==> src/hdl/mtf_pkg.sv <==
package mtf_pkg;

  localparam int unsigned LIST_DEPTH_DEF  = 16;
  localparam int unsigned IDENT_WIDTH_DEF = 32;

  // Widths of the capacity register and of the fixed result fields.
  localparam int unsigned CAP_W = 5;
  localparam int unsigned POS_W = 4;

  localparam logic [CAP_W-1:0] CAP_RESET = 5'd16;

  // Control handed from the top level to one cell.
  typedef struct packed {
    logic load;      // take the neighbor's entry (or the new word in cell 0)
    logic in_range;  // cell lies below the valid count
  } cell_ctrl_t;

  // Status rippled along the chain from the front to the back.
  typedef struct packed {
    logic found;  // some cell at or ahead of this one matched
    logic first;  // this cell holds the first match
  } cell_stat_t;

endpackage

==> src/hdl/mtf_in_if.sv <==
interface mtf_in_if #(
  parameter int unsigned IDENT_WIDTH = 32
);
  logic                   valid;
  logic                   ready;
  logic [IDENT_WIDTH-1:0] ident;

  modport source (output valid, output ident, input ready);
  modport sink   (input valid, input ident, output ready);
endinterface

==> src/hdl/mtf_out_if.sv <==
interface mtf_out_if #(
  parameter int unsigned IDENT_WIDTH = 32
);
  logic                   valid;
  logic                   ready;
  logic                   hit;
  logic [3:0]             hit_position;
  logic [4:0]             entry_count;
  logic                   evicted_valid;
  logic [IDENT_WIDTH-1:0] evicted_ident;

  modport source (output valid, output hit, output hit_position, output entry_count,
                  output evicted_valid, output evicted_ident, input ready);
  modport sink   (input valid, input hit, input hit_position, input entry_count,
                  input evicted_valid, input evicted_ident, output ready);
endinterface

==> src/hdl/move_to_front_recency_list_core.sv <==
// Move-to-front recency list. Each accepted word carries one identifier; the
// block answers with one result word telling whether the identifier was
// already listed, where it stood, the new entry count and any identifier that
// fell off the back of a full list. For each accepted word, one
// row of LIST_DEPTH cells compares all entries at once, the match ripples down
// the chain, and every cell at or ahead of the shift point takes its front
// neighbor's entry at the same clock edge. The result sits in an output
// register, so one word per cycle is sustained while the sink keeps taking
// results. Capacity writes take effect from the next word on; a capacity
// below the current count trims the list silently.
module move_to_front_recency_list_core import mtf_pkg::*; #(
  parameter int unsigned LIST_DEPTH  = LIST_DEPTH_DEF,
  parameter int unsigned IDENT_WIDTH = IDENT_WIDTH_DEF
) (
  input  logic             clk_i,
  input  logic             rst_ni,
  input  logic             cfg_we_i,
  input  logic [CAP_W-1:0] cfg_wdata_i,
  mtf_in_if.sink           in_chan_i,
  mtf_out_if.source        out_chan_o
);

  localparam int unsigned CMP_W = 7;
  localparam logic [CMP_W-1:0] DEPTH_C = CMP_W'(LIST_DEPTH);

  logic [CAP_W-1:0] cap_q, cap_d;
  logic [CAP_W-1:0] count_q, count_d;
  logic [CAP_W-1:0] cap_eff, count_eff, top, pos, count_next;
  logic             accept, found, full, evict;

  logic [IDENT_WIDTH-1:0] entry   [LIST_DEPTH];
  logic [IDENT_WIDTH-1:0] prev    [LIST_DEPTH];
  logic [IDENT_WIDTH-1:0] ev_term [LIST_DEPTH];
  logic [CAP_W-1:0]       pos_term[LIST_DEPTH];
  cell_ctrl_t             ctrl    [LIST_DEPTH];
  cell_stat_t             stat    [LIST_DEPTH];
  logic                   found_in[LIST_DEPTH];

  logic                   out_valid_q;
  logic                   hit_q, hit_d;
  logic [POS_W-1:0]       hpos_q, hpos_d;
  logic [CAP_W-1:0]       ocount_q;
  logic                   ev_valid_q;
  logic [IDENT_WIDTH-1:0] ev_ident_q, ev_ident_d;

  assign in_chan_i.ready = !out_valid_q || out_chan_o.ready;
  assign accept          = in_chan_i.valid && in_chan_i.ready;

  always_comb begin
    cap_eff = cap_q;
    if (cap_q == '0) begin
      cap_eff = CAP_W'(1);
    end else if ({{(CMP_W-CAP_W){1'b0}}, cap_q} > DEPTH_C) begin
      cap_eff = CAP_W'(LIST_DEPTH);
    end
    count_eff = (count_q > cap_eff) ? cap_eff : count_q;
  end

  genvar gi;
  generate
    for (gi = 0; gi < LIST_DEPTH; gi++) begin : g_cell
      localparam logic [CMP_W-1:0] IDX = CMP_W'(gi);
      if (gi == 0) begin : g_front
        assign prev[gi]     = in_chan_i.ident;
        assign found_in[gi] = 1'b0;
      end else begin : g_rest
        assign prev[gi]     = entry[gi-1];
        assign found_in[gi] = stat[gi-1].found;
      end
      assign ctrl[gi].load     = accept && (IDX <= {{(CMP_W-CAP_W){1'b0}}, top});
      assign ctrl[gi].in_range = IDX < {{(CMP_W-CAP_W){1'b0}}, count_eff};
      assign pos_term[gi] = stat[gi].first ? CAP_W'(gi) : '0;
      assign ev_term[gi]  =
        (IDX == {{(CMP_W-CAP_W){1'b0}}, cap_eff - CAP_W'(1)}) ? entry[gi] : '0;

      mtf_cell #(
        .IDENT_WIDTH(IDENT_WIDTH)
      ) u_cell (
        .clk_i       (clk_i),
        .ctrl_i      (ctrl[gi]),
        .ident_i     (in_chan_i.ident),
        .prev_entry_i(prev[gi]),
        .found_i     (found_in[gi]),
        .entry_o     (entry[gi]),
        .stat_o      (stat[gi])
      );
    end
  endgenerate

  always_comb begin
    found = stat[LIST_DEPTH-1].found;
    pos   = '0;
    ev_ident_d = '0;
    for (int i = 0; i < LIST_DEPTH; i++) begin
      pos        = pos | pos_term[i];
      ev_ident_d = ev_ident_d | ev_term[i];
    end
    full  = (count_eff == cap_eff);
    evict = !found && full;
    if (!evict) begin
      ev_ident_d = '0;
    end
    if (found) begin
      top = pos;
    end else if (!full) begin
      top = count_eff;
    end else begin
      top = cap_eff - CAP_W'(1);
    end
    count_next = (!found && !full) ? count_eff + CAP_W'(1) : count_eff;
    hit_d  = found;
    hpos_d = pos[POS_W-1:0];
  end

  always_comb begin
    cap_d   = cfg_we_i ? cfg_wdata_i : cap_q;
    count_d = accept ? count_next : count_q;
  end

  always_ff @(posedge clk_i or negedge rst_ni) begin
    if (!rst_ni) begin
      cap_q       <= CAP_RESET;
      count_q     <= '0;
      out_valid_q <= 1'b0;
    end else begin
      cap_q   <= cap_d;
      count_q <= count_d;
      if (accept) begin
        out_valid_q <= 1'b1;
      end else if (out_chan_o.ready) begin
        out_valid_q <= 1'b0;
      end
    end
  end

  always_ff @(posedge clk_i) begin
    if (accept) begin
      hit_q      <= hit_d;
      hpos_q     <= hpos_d;
      ocount_q   <= count_next;
      ev_valid_q <= evict;
      ev_ident_q <= ev_ident_d;
    end
  end

  assign out_chan_o.valid         = out_valid_q;
  assign out_chan_o.hit           = hit_q;
  assign out_chan_o.hit_position  = hpos_q;
  assign out_chan_o.entry_count   = ocount_q;
  assign out_chan_o.evicted_valid = ev_valid_q;
  assign out_chan_o.evicted_ident = ev_ident_q;

  // The stored count never passes the built depth.
  a_count_depth: assert property (@(posedge clk_i) disable iff (!rst_ni)
    {{(CMP_W-CAP_W){1'b0}}, count_q} <= DEPTH_C)
    else $error("entry count beyond list depth");

  // A hit lies inside the list that remains after the step.
  a_hit_inside: assert property (@(posedge clk_i) disable iff (!rst_ni)
    accept && found |-> pos < count_next)
    else $error("hit position outside the valid entries");

  // A miss always leaves at least one entry behind.
  a_miss_count: assert property (@(posedge clk_i) disable iff (!rst_ni)
    accept && !found |=> count_q != '0)
    else $error("miss left the list empty");

  // Only a miss reports a dropped entry.
  a_evict_miss: assert property (@(posedge clk_i) disable iff (!rst_ni)
    out_valid_q && ev_valid_q |-> !hit_q)
    else $error("eviction reported together with a hit");

endmodule

==> src/hdl/mtf_cell.sv <==
module mtf_cell import mtf_pkg::*; #(
  parameter int unsigned IDENT_WIDTH = IDENT_WIDTH_DEF
) (
  input  logic                   clk_i,
  input  cell_ctrl_t             ctrl_i,
  input  logic [IDENT_WIDTH-1:0] ident_i,
  input  logic [IDENT_WIDTH-1:0] prev_entry_i,
  input  logic                   found_i,
  output logic [IDENT_WIDTH-1:0] entry_o,
  output cell_stat_t             stat_o
);

  logic [IDENT_WIDTH-1:0] entry_q;
  logic [IDENT_WIDTH-1:0] entry_d;
  logic                   match;

  assign match        = ctrl_i.in_range && (entry_q == ident_i);
  assign stat_o.found = found_i || match;
  assign stat_o.first = match && !found_i;
  assign entry_o      = entry_q;

  always_comb begin
    entry_d = entry_q;
    if (ctrl_i.load) begin
      entry_d = prev_entry_i;
    end
  end

  always_ff @(posedge clk_i) begin
    entry_q <= entry_d;
  end

endmodule

==> src/flat_wrapper.sv <==
// flat-port wrapper written by rule: the top's interface ports become plain ports
module move_to_front_recency_list_core_flat import mtf_pkg::*;
#(
  parameter int unsigned LIST_DEPTH  = LIST_DEPTH_DEF,
  parameter int unsigned IDENT_WIDTH = IDENT_WIDTH_DEF
)
  (clk_i, rst_ni, cfg_we_i, cfg_wdata_i, in_chan_i_valid, in_chan_i_ident, in_chan_i_ready, out_chan_o_valid, out_chan_o_hit, out_chan_o_hit_position, out_chan_o_entry_count, out_chan_o_evicted_valid, out_chan_o_evicted_ident, out_chan_o_ready);
  mtf_in_if #(.IDENT_WIDTH(IDENT_WIDTH)) in_chan_i_i ();
  mtf_out_if #(.IDENT_WIDTH(IDENT_WIDTH)) out_chan_o_i ();
  input  logic clk_i;
  input  logic rst_ni;
  input  logic cfg_we_i;
  input  logic [CAP_W-1:0] cfg_wdata_i;
  input wire logic [$bits(in_chan_i_i.valid)-1:0] in_chan_i_valid;
  input wire logic [$bits(in_chan_i_i.ident)-1:0] in_chan_i_ident;
  output wire logic [$bits(in_chan_i_i.ready)-1:0] in_chan_i_ready;
  output wire logic [$bits(out_chan_o_i.valid)-1:0] out_chan_o_valid;
  output wire logic [$bits(out_chan_o_i.hit)-1:0] out_chan_o_hit;
  output wire logic [$bits(out_chan_o_i.hit_position)-1:0] out_chan_o_hit_position;
  output wire logic [$bits(out_chan_o_i.entry_count)-1:0] out_chan_o_entry_count;
  output wire logic [$bits(out_chan_o_i.evicted_valid)-1:0] out_chan_o_evicted_valid;
  output wire logic [$bits(out_chan_o_i.evicted_ident)-1:0] out_chan_o_evicted_ident;
  input wire logic [$bits(out_chan_o_i.ready)-1:0] out_chan_o_ready;
  assign in_chan_i_i.valid = in_chan_i_valid;
  assign in_chan_i_i.ident = in_chan_i_ident;
  assign in_chan_i_ready = in_chan_i_i.ready;
  assign out_chan_o_valid = out_chan_o_i.valid;
  assign out_chan_o_hit = out_chan_o_i.hit;
  assign out_chan_o_hit_position = out_chan_o_i.hit_position;
  assign out_chan_o_entry_count = out_chan_o_i.entry_count;
  assign out_chan_o_evicted_valid = out_chan_o_i.evicted_valid;
  assign out_chan_o_evicted_ident = out_chan_o_i.evicted_ident;
  assign out_chan_o_i.ready = out_chan_o_ready;
  move_to_front_recency_list_core #(.LIST_DEPTH(LIST_DEPTH), .IDENT_WIDTH(IDENT_WIDTH)) u_core (.clk_i(clk_i), .rst_ni(rst_ni), .cfg_we_i(cfg_we_i), .cfg_wdata_i(cfg_wdata_i), .in_chan_i(in_chan_i_i), .out_chan_o(out_chan_o_i));
endmodule
==> config.mk <==
export PLATFORM = sky130hd
export DESIGN_NAME = move_to_front_recency_list_core_flat
export DESIGN_NICKNAME = d
export VERILOG_FILES = /design/src/hdl/mtf_pkg.sv /design/src/hdl/mtf_in_if.sv /design/src/hdl/mtf_out_if.sv /design/src/hdl/move_to_front_recency_list_core.sv /design/src/hdl/mtf_cell.sv /design/src/flat_wrapper.sv
export SDC_FILE = /design/constraint.sdc
export NUM_CORES = 1
export LEC_CHECK = 0
export BUFFER_PORTS_ARGS = -buffer_cell sky130_fd_sc_hd__buf_2
export CAP_MARGIN = 15
export CORE_MARGIN = 2
export CORE_UTILIZATION = 25
export CTS_CLUSTER_DIAMETER = 80
export DETAILED_ROUTE_END_ITERATION = 8
export PLACE_DENSITY_LB_ADDON = 0.2
export SYNTH_ARGS = -nofsm -noshare
export SYNTH_HDL_FRONTEND = slang
export SYNTH_SLANG_ARGS = --single-unit
==> constraint.sdc <==
create_clock -name clk_i -period 13.47 [get_ports clk_i]
set_clock_uncertainty 0.2 [all_clocks]
set_input_delay 1.347 -clock clk_i [delete_from_list [all_inputs] [get_ports clk_i]]
set_output_delay 1.347 -clock clk_i [all_outputs]
set_load 0.1 [all_outputs]
==> summary.md <==
| Metric | Value |
|---|---|
| Placed Instance Area | `0.0298 sq mm` |
| Final non-filler cell area | `0.0322 sq mm` |
| CTS resizes | `0` |
| Critical path cell sequence | `inv_1 > nand2_1 > ha_1 > nor2b_4 > o31a_1 > o21ai_4 > mux2i_1 > o31ai_1 > a32oi_2 > nand3_2 > or3_1 > clkinv_4 > a21oi_1 > a31oi_4 > buf_4` |
| Layout area overhead | `15.9%` |
| DIE HEIGHT | `337 microns` |
| Ports | `87` |
| Mapped Cells | `2021` |
| Total power draw | `8.34 mW` |
| Worst-path maximum fanout | `36` |
| Root Buffer | `clkbuf_16` |
| Final setup viols | `0` |
| Worst r2r src | `u_core.cap_q[4]` |
| Sequential share of the synthesized area | `61.1%` |
| PD cells | `259 mW/mm^2` |
| Fin. max-slew vios | `0` |
| Initial antenna violation count | `10` |
| Inserted Clock Buffers | `72` |
| Layout net count | `2127` |
| Vias | `19400` |
| CTS tree | `done` |
| Fin cells | `3617` |
| EDFF count, synth | `555` |
| Tot GR Track Use | `21.5%` |
| F_max | `150 MHz` |
| Worst path slowest cell | `or3_1` |
| Async set or reset register ratio after synthesis | `1.94%` |
| Yosys top cell by area | `edfxtp_1` |
| Top FF cell, synth | `edfxtp_1` |
| Count of final hold-check violations | `0` |
| Largest net degree at the start of global routing | `49` |
| H-tree depth | `3` |
| Setup TNS | `0 ns` |
| Global-route wire length before repair | `167000 microns` |
| Top cells by area, synth | `edfxtp_1 (60%), xnor2_1 (9.4%), xor2_1 (7.1%), a221oi_1 (2.8%), a22o_1 (2.8%)` |
| Worst Path Class, Setup | `flop to flop` |
| DRT iter0 DRCs | `2685` |
| Reg2reg path depth | `15` |
| CP endpoint kind | `flop` |
| Fin crit period | `6.67 ns` |
| Biggest cell delay along the critical path | `0.73 ns` |
| Maximum VDD drop | `0.147 mV` |
| Row cnt | `122` |
| Clock Power Share | `23.0%` |
| Syn Nets | `2074` |
| CTS Hold Bufs | `0` |
| Clock transition at path regs | `0.06 ns` |
| Layout cells sized above 1 | `13.0%` |
| Placer Congestion | `1.01` |
| Core ar. | `0.110 sq mm` |
| DPL Wire Length | `91400 microns` |
| Post-CTS Setup Inserts | `0` |
| Warnings from Yosys | `0` |
| Vias in the first global route | `19200` |
| Period utilization | `49.6%` |
| Hold Path Origin | `u_core.g_cell[2].u_cell.entry_o[0]` |
| Worst slew pin tran | `1.28 ns` |
| Die X | `337 microns` |
| Clock sinks | `566` |
| Total gr overflow | `0` |
| Sequential Power Share | `46.4%` |
| Die Area | `0.114 sq mm` |
| WHS Path Cells | `0` |
| RSZ-0062 raised after global routing | `false` |
| First-pass DRT Iterations | `6` |
| Wire per inst | `34.2 microns` |
| Cell variety after synth | `81` |
| WL final | `124000 microns` |
| Synth Cell Area | `0.0277 sq mm` |
| Critical Path Source Type | `flop` |
| Psw | `3.56 mW` |
| Required time worst endpoint | `13.55 ns` |
| Starting density of the core | `25.1%` |
| Post-DR vias/cell | `5.37` |
| Max Cap Viol | `0` |
| Crit. Startpoint | `u_core.cap_q[4]` |
| Rel. slew slack | `14.4%` |
| R2R setup slack | `6.80 ns` |
| Power share of the combinational group | `30.6%` |
| Internal | `4.78 mW` |
| Synth Register Bits | `566` |
| Fin util | `29.1%` |
| Input/output buffers | `86` |
| HP Class | `flop to flop` |
| Cell Count Post-Placement | `3488` |
| Hold Crit Endpoint | `u_core.g_cell[3].u_cell.entry_o[0]` |
| Clock buffer depth | `3` |
| Worst EP arrival | `6.76 ns` |
| Status | `complete, no violations` |
| Pre-CTS setup slack | `6.46 ns` |
| Post-Synthesis Mean Instance Area | `13.7 sq um` |
| Antenna-violating nets left | `0` |
| Synth top area share | `60.1%` |
| Leakage | `10.1 nW` |
| DRC viols | `0` |
| Hold Slack | `0.298 ns` |
| Clk_lat worst skew | `0.67 ns` |
| Reg2reg end | `u_core.g_cell[5].u_cell.entry_o[28]` |
| Switching share of total power | `42.7%` |
| Fin worst setup slack | `6.80 ns` |
## worst max-delay path, delay by kind of cell, from the launching register on
family	cells	cell delay, ns
AO/OA/AOI/OAI	6	1.90
AND/OR/NAND/NOR	4	1.38
buffers and inverters	3	1.18
multiplexers	1	0.63
flip-flops	1	0.62
adder cells (fa/ha/maj)	1	0.33
## sequential cells by signal, summed over array words and instances (netlist names)
register                         flops
u_core.count_q                       5
u_core.cap_q                         5
u_core.out_chan_o.evicted_ident     32
u_core.out_chan_o.valid              1
u_core.g_cell.u_cell.entry_o       512
u_core.out_chan_o.hit_position       4
u_core.out_chan_o.hit                1
u_core.out_chan_o.evicted_valid      1
u_core.out_chan_o.entry_count        5
## power groups by stage
stage	Combinational, mW	Sequential [mW]	Clock [mW]
3_3_place_gp	2.56	3.83	0
4_1_cts	2.55	3.81	1.96
6_report	2.55	3.87	1.92
3_5_place_dp	2.54	3.83	0
5_1_grt	2.66	3.91	2.02
2_1_floorplan	1.29	3.69	0
## cells in the final DEF, fill, tap and decap left out, types with 73 or more instances in the layout
master and instances:
xnor2_1 297, clkbuf_16 73, nand4_1 98, buf_2 86, edfxtp_1 555, a221oi_1 88, a22oi_1 81, nor4_1 77
xor2_1 224, a22o_1 88
## kinds of logic after synthesis
family	Yosys count	synth area share, %
flops	566	61.1
xor+xnor	521	16.5
compound gates	401	11.4
simple gates	341	7.21
buf+inv	164	2.62
mux	17	0.722
fa+ha+maj	11	0.496
## final cells by class
class	count	area (sq um)
fillers	11100	78200
well taps	1488	1860
clock inverters	43	439
flip-flops and latches	566	16900
repair buffers	124	716
diodes	1	2.50
inverters	19	78.8
clock buffers	85	1870
multi-input cells	1291	10300
## worst max path at each step
stage	endpoint	slack [ns]	depth (start not counted)
2_1_floorplan	u_core.g_cell[7].u_cell.entry_o[0]	6.57	6
3_3_place_gp	u_core.g_cell[3].u_cell.entry_o[7]	6.61	13
3_5_place_dp	u_core.g_cell[3].u_cell.entry_o[9]	6.46	13
4_1_cts	u_core.g_cell[5].u_cell.entry_o[12]	6.93	15
5_1_grt	u_core.g_cell[5].u_cell.entry_o[0]	6.47	15
6_report	u_core.g_cell[5].u_cell.entry_o[28]	6.80	15
## per-layer routing
| metal | up-vias | track usage [%] | part of all wire (%) |
|---|---|---|---|
| met5 | - | 0 | 0.011 |
| met1 | 10100 | 30.1 | 43 |
| met2 | 1187 | 32.2 | 44 |
| met4 | 2 | 9.01 | 4.2 |
| met3 | 175 | 4.54 | 9.2 |
| li1 | 7953 | - | - |
## cells in the mapped netlist, drive strengths merged (38+ instances only)
cell / number
edfxtp: 555
xnor2: 297
xor2: 224
nand4: 98
a221oi: 88
a22o: 88
a22oi: 81
nor4: 79
buf: 74
clkbuf: 71
a31oi: 43
nor2: 38
(Power assumes the default switching activity.)
